File: src/rtl/mtrdl_pkg.sv
// shared types and constants for the multitap reversible delay line
// no dependencies
`timescale 1ns / 1ps

package mtrdl_pkg;

   // magnitude width of a gain result
   localparam int unsigned QW = 16;

   // register indexes of the configuration port
   localparam logic CSR_ACTIVE_TAPS = 1'b0;
   localparam logic CSR_REVERSE_MODE = 1'b1;

   typedef enum logic [1:0] {
      REQ_TICK,
      REQ_SET_DELAY,
      REQ_LATCH_START,
      REQ_LATCH_RELEASE
   } req_kind_type;

   typedef enum logic [4:0] {
      ST_CLEAR,
      ST_IDLE,
      ST_DISPATCH,
      ST_T_CHECK,
      ST_T_CUR,
      ST_T_PREV,
      ST_T_MAC,
      ST_T_REV,
      ST_T_LAT,
      ST_T_EMIT,
      ST_T_ADV,
      ST_W_START,
      ST_W_SCALE,
      ST_W_COPY,
      ST_W_WRITE,
      ST_W_DONE,
      ST_D_START,
      ST_D_WAIT
   } state_type;

   typedef enum logic [4:0] {
      OP_NONE,
      OP_CLEAR,
      OP_ACCEPT,
      OP_SET_DELAY,
      OP_LATCH_START,
      OP_LATCH_RELEASE,
      OP_RD_CUR,
      OP_TAKE_CUR,
      OP_MUL_PREV,
      OP_MAC_CUR,
      OP_MUL,
      OP_DIV_START,
      OP_DIV_TAKE,
      OP_EMIT,
      OP_TAP_ADV,
      OP_LOAD_IN,
      OP_RD_SRC,
      OP_WR_COPY,
      OP_WR_S,
      OP_FINISH
   } op_type;

   typedef enum logic [1:0] {
      CNT_REV,
      CNT_LATCH_RD,
      CNT_WRITE
   } cnt_sel_type;

   typedef enum logic [1:0] {
      WM_NORMAL,
      WM_FIRST,
      WM_LOOP
   } wr_mode_type;

   typedef struct packed {
      op_type      op;
      cnt_sel_type cnt_sel;
   } cmd_type;

   typedef struct packed {
      logic         clear_done;
      logic         div_done;
      logic         blend_need;
      logic         rev_need;
      logic         latch_rd_need;
      logic         wr_scale_need;
      wr_mode_type  wr_mode;
      logic         tap_active;
      logic         tap_last;
      logic         out_free;
      req_kind_type kind;
   } sts_type;

endpackage

File: src/rtl/mtrdl_ctrl.sv
// controller state machine: clearing pass, request dispatch, tap loop, write
// uses mtrdl_pkg
`timescale 1ns / 1ps

module mtrdl_ctrl (
   input  logic               clock,
   input  logic               reset,
   input  logic               in_valid,
   output logic               in_ready,
   output mtrdl_pkg::cmd_type cmd,
   input  mtrdl_pkg::sts_type sts
);
   import mtrdl_pkg::*;

   state_type state_ff, state_in;
   state_type ret_ff, ret_in;

   always_comb begin
      state_in = state_ff;
      ret_in   = ret_ff;
      case (state_ff)
         ST_CLEAR: begin
            if (sts.clear_done) state_in = ST_IDLE;
         end
         ST_IDLE: begin
            if (in_valid) state_in = ST_DISPATCH;
         end
         ST_DISPATCH: begin
            state_in = (sts.kind == REQ_TICK) ? ST_T_CHECK : ST_IDLE;
         end
         ST_T_CHECK: begin
            state_in = sts.tap_active ? ST_T_CUR : ST_T_ADV;
         end
         ST_T_CUR: begin
            state_in = sts.blend_need ? ST_T_PREV : ST_T_REV;
         end
         ST_T_PREV: begin
            state_in = ST_T_MAC;
         end
         ST_T_MAC: begin
            state_in = ST_D_START;
            ret_in   = ST_T_REV;
         end
         ST_T_REV: begin
            if (sts.rev_need) begin
               state_in = ST_D_START;
               ret_in   = ST_T_LAT;
            end else begin
               state_in = ST_T_LAT;
            end
         end
         ST_T_LAT: begin
            if (sts.latch_rd_need) begin
               state_in = ST_D_START;
               ret_in   = ST_T_EMIT;
            end else begin
               state_in = ST_T_EMIT;
            end
         end
         ST_T_EMIT: begin
            if (sts.out_free) state_in = ST_T_ADV;
         end
         ST_T_ADV: begin
            state_in = sts.tap_last ? ST_W_START : ST_T_CHECK;
         end
         ST_W_START: begin
            state_in = (sts.wr_mode == WM_LOOP) ? ST_W_COPY : ST_W_SCALE;
         end
         ST_W_SCALE: begin
            if (sts.wr_scale_need) begin
               state_in = ST_D_START;
               ret_in   = ST_W_WRITE;
            end else begin
               state_in = ST_W_WRITE;
            end
         end
         ST_W_COPY: begin
            state_in = ST_W_DONE;
         end
         ST_W_WRITE: begin
            state_in = ST_W_DONE;
         end
         ST_W_DONE: begin
            state_in = ST_IDLE;
         end
         ST_D_START: begin
            state_in = ST_D_WAIT;
         end
         ST_D_WAIT: begin
            if (sts.div_done) state_in = ret_ff;
         end
         default: begin
            state_in = ST_IDLE;
         end
      endcase
   end

   always_comb begin
      cmd.op      = OP_NONE;
      cmd.cnt_sel = CNT_REV;
      in_ready    = 1'b0;
      case (state_ff)
         ST_CLEAR: begin
            cmd.op = OP_CLEAR;
         end
         ST_IDLE: begin
            in_ready = 1'b1;
            if (in_valid) cmd.op = OP_ACCEPT;
         end
         ST_DISPATCH: begin
            case (sts.kind)
               REQ_SET_DELAY:     cmd.op = OP_SET_DELAY;
               REQ_LATCH_START:   cmd.op = OP_LATCH_START;
               REQ_LATCH_RELEASE: cmd.op = OP_LATCH_RELEASE;
               default:           cmd.op = OP_NONE;
            endcase
         end
         ST_T_CHECK: begin
            if (sts.tap_active) cmd.op = OP_RD_CUR;
         end
         ST_T_CUR: begin
            cmd.op = OP_TAKE_CUR;
         end
         ST_T_PREV: begin
            cmd.op = OP_MUL_PREV;
         end
         ST_T_MAC: begin
            cmd.op = OP_MAC_CUR;
         end
         ST_T_REV: begin
            if (sts.rev_need) begin
               cmd.op      = OP_MUL;
               cmd.cnt_sel = CNT_REV;
            end
         end
         ST_T_LAT: begin
            if (sts.latch_rd_need) begin
               cmd.op      = OP_MUL;
               cmd.cnt_sel = CNT_LATCH_RD;
            end
         end
         ST_T_EMIT: begin
            if (sts.out_free) cmd.op = OP_EMIT;
         end
         ST_T_ADV: begin
            cmd.op = OP_TAP_ADV;
         end
         ST_W_START: begin
            cmd.op = (sts.wr_mode == WM_LOOP) ? OP_RD_SRC : OP_LOAD_IN;
         end
         ST_W_SCALE: begin
            if (sts.wr_scale_need) begin
               cmd.op      = OP_MUL;
               cmd.cnt_sel = CNT_WRITE;
            end
         end
         ST_W_COPY: begin
            cmd.op = OP_WR_COPY;
         end
         ST_W_WRITE: begin
            cmd.op = OP_WR_S;
         end
         ST_W_DONE: begin
            cmd.op = OP_FINISH;
         end
         ST_D_START: begin
            cmd.op = OP_DIV_START;
         end
         ST_D_WAIT: begin
            if (sts.div_done) cmd.op = OP_DIV_TAKE;
         end
         default: begin
            cmd.op = OP_NONE;
         end
      endcase
   end

   always_ff @(posedge clock) begin
      if (reset) begin
         state_ff <= ST_CLEAR;
         ret_ff   <= ST_IDLE;
      end else begin
         state_ff <= state_in;
         ret_ff   <= ret_in;
      end
   end

endmodule

File: config.mk
export PLATFORM = sky130hd
export DESIGN_NAME = mtrdl_ctrl
export DESIGN_NICKNAME = d
export VERILOG_FILES = /design/src/rtl/mtrdl_pkg.sv /design/src/rtl/mtrdl_ctrl.sv
export SDC_FILE = /design/constraint.sdc
export NUM_CORES = 1
export LEC_CHECK = 0
export BUFFER_PORTS_ARGS = -buffer_cell sky130_fd_sc_hd__buf_2
export CORE_MARGIN = 5
export CORE_UTILIZATION = 50
export DETAILED_ROUTE_END_ITERATION = 8
export PLACE_DENSITY = 0.82
export SLEW_MARGIN = 0
export SYNTH_ARGS = -nofsm -noshare
export SYNTH_HDL_FRONTEND = slang
export SYNTH_SLANG_ARGS = --single-unit
File: constraint.sdc
create_clock -name clock -period 4.1 [get_ports clock]
set_input_delay 0.82 -clock clock [delete_from_list [all_inputs] [get_ports clock]]
set_output_delay 0.82 -clock clock [all_outputs]
set_load 0.005 [all_outputs]
# Yosys cells after proc, flatten, opt, wreduce, memory -nomap -nowiden
# Cells that the tools add are included.
# classes
muxes	29
eq_ne	28
n_reduce_logical	6
# op_table
operator	count
5-bit case mux with 18 select lines	1
5-bit case mux with 16 select lines	1
5-bit two-way mux	11
5-bit by 4-bit == test with 1-bit output, second input constant	8
5-bit by 3-bit == test with 1-bit output, second input constant	4
5-bit case mux with 4 select lines	1
6-bit two-way mux	3
4-bit two-way mux	4
2-bit != test, second input constant	7
5-bit by 2-bit == test with 1-bit output, second input constant	2
5-bit == test, second input constant	2
3-bit case mux with 3 select lines	1
4-bit AND reduction	2
2-bit == test, second input constant	3
2-bit two-way mux	3
2-bit case mux with 3 select lines	1
5-bit by 1-bit == test with 1-bit output, second input constant	1
5-bit logical NOT	1
4-bit nonzero test	1
3-bit two-way mux	1
2-bit by 1-bit == test with 1-bit output, second input constant	1
2-bit logical NOT	1
1-bit two-way mux	2
2-bit OR reduction	1
# word_totals
out_inout_bits	8
ff_bits	10

# Depth between registers and ports, before layout
# depth
word_depth	3
depth_mapped	6
mapped_depth_nobuf	4

# Worst setup path before layout
# No wires, ideal clock.
# synth_timing
kind	input to output
startpoint	input sts[4] in the netlist's numbering
endpoint	output cmd[3] in the netlist's numbering
path_stages	4
slack_ps	1738
n_path_buf	0
arrival_ps	1542
path_cell_list	mux2_2 > a221oi_1 > a211o_1 > o2111ai_1
# synth_lines
item	line_no	text
start, declared	mtrdl_ctrl.sv:11	input mtrdl_pkg::sts_type sts
end, declared	mtrdl_ctrl.sv:10	output mtrdl_pkg::cmd_type cmd,

==> reports/results.txt <==
post-layout util -> 58.6%
Least-Margin Pin Slew -> 0.862 ns
TNS Setup -> 0 ns
Pwr Total -> 0.213 mW
Worst Path Arrival -> 2.30 ns
cts hold-fix bufs -> 0
Max-Cap Viols -> 0
critical path launch point type -> flop
Hold WC Path Type -> flop to flop
met2 Usage GRT -> 30.9%
DP Cell Count -> 184
# setup viols final -> 0
Hold Crit Depth -> 2
vias -> 1248
post-layout net count -> 178
Overflow after GRT -> 0
Routed WL -> 3.25 mm
met1 usage -> 27.8%
I/O pins -> 24
largest net degree at the start of global routing -> 28
maximum VDD drop -> 0.142 mV
status -> finished, final reports clean
I/O Buffers -> 23
first-pass GRT wire length -> 5.30 mm
R2R Path End -> state_ff[3]$_SDFFE_PP0P_
Mapped Area -> 1090 um^2
Post-synth EDFFs -> 0
crit-path max FO -> 27
Layout area overhead -> 8.85%
LEAKAGE -> 0.443 nW
cts bufs inserted -> 3
num rows -> 16
CTS resizes -> 0
Setup Buffers After CTS -> 0
Max clock buf depth -> 2
fin cells -> 187
Setup Skew -> 0.00431 ns
synth warn -> 0
met3 Track Usage GR -> 5.05%
Iter 0 DRT Violations -> 108
FF-to-FF setup slack -> 2.07 ns
hold path start -> ret_ff[3]$_SDFFE_PP0P_
top_reg_cell synth -> dfxtp_1
post-synthesis sequential element count -> 8
antenna violations before repair -> 0
drc violations -> 0
Setup CP Type -> flop to output port
Core Footprint -> 2020 um^2
Syn Area/Cell -> 7.51 um^2
GPL Wtd Cong -> 0.923
Clock Pin Slew Worst Setup and Hold Paths -> 0.06 ns
height of the die -> 56.7 um
final hold viol count -> 0
GRT busiest layer -> met2
ANT cells -> 0
Die W -> 56.7 um
endpoint type of the worst setup path -> output port
worst reg2reg path depth -> 4
via/cell ratio -> 6.67
H-tree lvl count -> 1
RSZ-0062 raised after global routing -> false
Tcrit/Tclk final -> 76.1%
DR pass1 iterations -> 5
CTS tree -> done
Distinct cells, synth -> 56
minimum clock period -> 3.12 ns
Hold Crit Endpoint -> ret_ff[3]$_SDFFE_PP0P_
post-DP HPWL -> 2.34 mm
register area share after synthesis -> 14.7%
PD cells -> 180 nW/um^2
fraction of registers with async set/reset -> 0%
Mapped Cells -> 145
Clock Root Buffer -> clkbuf_4
vias in the first global route -> 1115
CP required -> 3.28 ns
die area -> 3210 um^2
Slew HR -> 42.5%
Clk Latency, worst-skew pair -> 0.26 ns
maximum clock rate -> 320 MHz
fin. max-slew vios -> 0
final hold slack -> 0.477 ns
TritonCTS Sinks -> 8
Routed Antenna Nets -> 0
Syn Nets -> 161
FF-to-FF Start -> state_ff[0]$_SDFFE_PP0P_
fraction of layout cells with a size suffix above 1 -> 23.1%
initial core utilization -> 53.8%
total track usage -> 20.5%
routed length per placed instance -> 17.4 um
-- routing by layer --
metal,vias to the layer above,wire length (um)
met3,17,341
met2,109,1500
met1,540,1340
met4,0,65
li1,582,-
met5,-,0
-- flip-flops by register name, indices dropped and copies added (netlist names) --
register / cells
state_ff: 5
ret_ff: 3
-- area by class of cell --
| class | instances | area (um^2) |
|---|---|---|
| fillers | 187 | 837 |
| multi-input cells | 121 | 831 |
| flip-flops and latches | 8 | 160 |
| repair buffers | 24 | 123 |
| well taps | 27 | 33.8 |
| clock buffers | 3 | 22.5 |
| inverters | 4 | 15.0 |
-- critical path, stage by stage (launching register included) --
cell	delay [ns]
dfxtp_1	0.88
and2b_1	0.31
a32o_1	0.33
a211oi_2	0.20
o311ai_1	0.15
buf_2	0.16
-- kinds of logic after synthesis --
| group | after synthesis | synth area share (%) |
|---|---|---|
| AO/OA/AOI/OAI | 49 | 34.7 |
| XOR/XNOR | 1 | 0.805 |
| flip-flops | 8 | 14.7 |
| buffers and inverters | 16 | 8.96 |
| AND/OR/NAND/NOR | 66 | 36.1 |
| multiplexers | 5 | 4.71 |
-- per-stage QoR --
step           setup WS [ns]  cell area, um^2
3_5_place_dp            1.32             1160
4_1_cts                 1.03             1180
6_report               0.980             1180
3_3_place_gp            1.32             1160
5_1_grt                0.864             1180
2_1_floorplan           1.74             1090
-- power breakdown --
| group | internal [mW] | switching [mW] | leakage [nW] |
|---|---|---|---|
| registers | 0.0793 | 0.0102 | 0.0648 |
| logic | 0.0288 | 0.0298 | 0.364 |
| clock network | 0.0338 | 0.0311 | 0.0138 |
| total | 0.142 | 0.0711 | 0.443 |
-- cell usage after synthesis, drive strengths merged (2+ instances only) --
cell	n	share of area (%)
a2111oi	2	3.3
a211o	3	2.4
a211oi	2	1.8
a21o	2	1.4
a21oi	12	5.5
a2bb2oi	2	1.6
a31oi	3	1.7
and2	2	1.1
and2b	2	1.4
and3	4	2.3
and3b	2	1.6
buf	12	7.6
dfxtp	8	15
inv	4	1.4
mux2i	4	3.7
nand2	10	3.7
nand2b	7	4.0
nand3	3	1.4
nor2	11	4.0
nor2b	6	3.4
nor3	9	6.0
o2111ai	2	1.6
o21a	2	1.4
o21ai	5	2.3
o311ai	2	1.6
o31ai	2	1.4
o41a	2	2.1
-- worst max-delay path by stage --
stage	startpoint	endpoint	cells past startpoint
6_report	state_ff[2]$_SDFFE_PP0P_	cmd[5]	5
5_1_grt	state_ff[2]$_SDFFE_PP0P_	cmd[5]	5
4_1_cts	state_ff[2]$_SDFFE_PP0P_	cmd[5]	5
3_5_place_dp	state_ff[2]$_SDFFE_PP0P_	cmd[5]	5
3_3_place_gp	state_ff[2]$_SDFFE_PP0P_	cmd[5]	5
2_1_floorplan	sts[4]	cmd[3]	4
-- cell usage in the layout, fill, tap and decap left out, drive strengths merged, types with 2 or more instances in the layout --
| master | n |
|---|---|
| buf | 24 |
| a21oi | 12 |
| nor2 | 11 |
| nand2 | 10 |
| nor3 | 9 |
| dfxtp | 8 |
| nand2b | 7 |
| nor2b | 6 |
| o21ai | 5 |
| and3 | 4 |
| inv | 4 |
| mux2i | 4 |
| a211o | 3 |
| a31oi | 3 |
| nand3 | 3 |
| clkbuf | 3 |
| and2b | 2 |
| and2 | 2 |
| and3b | 2 |
| o2111ai | 2 |
| o311ai | 2 |
| a2bb2oi | 2 |
| o31ai | 2 |
| o21a | 2 |
| a21o | 2 |
| o41a | 2 |
| a211oi | 2 |
| a2111oi | 2 |
Power figures use the tool's default switching activity.
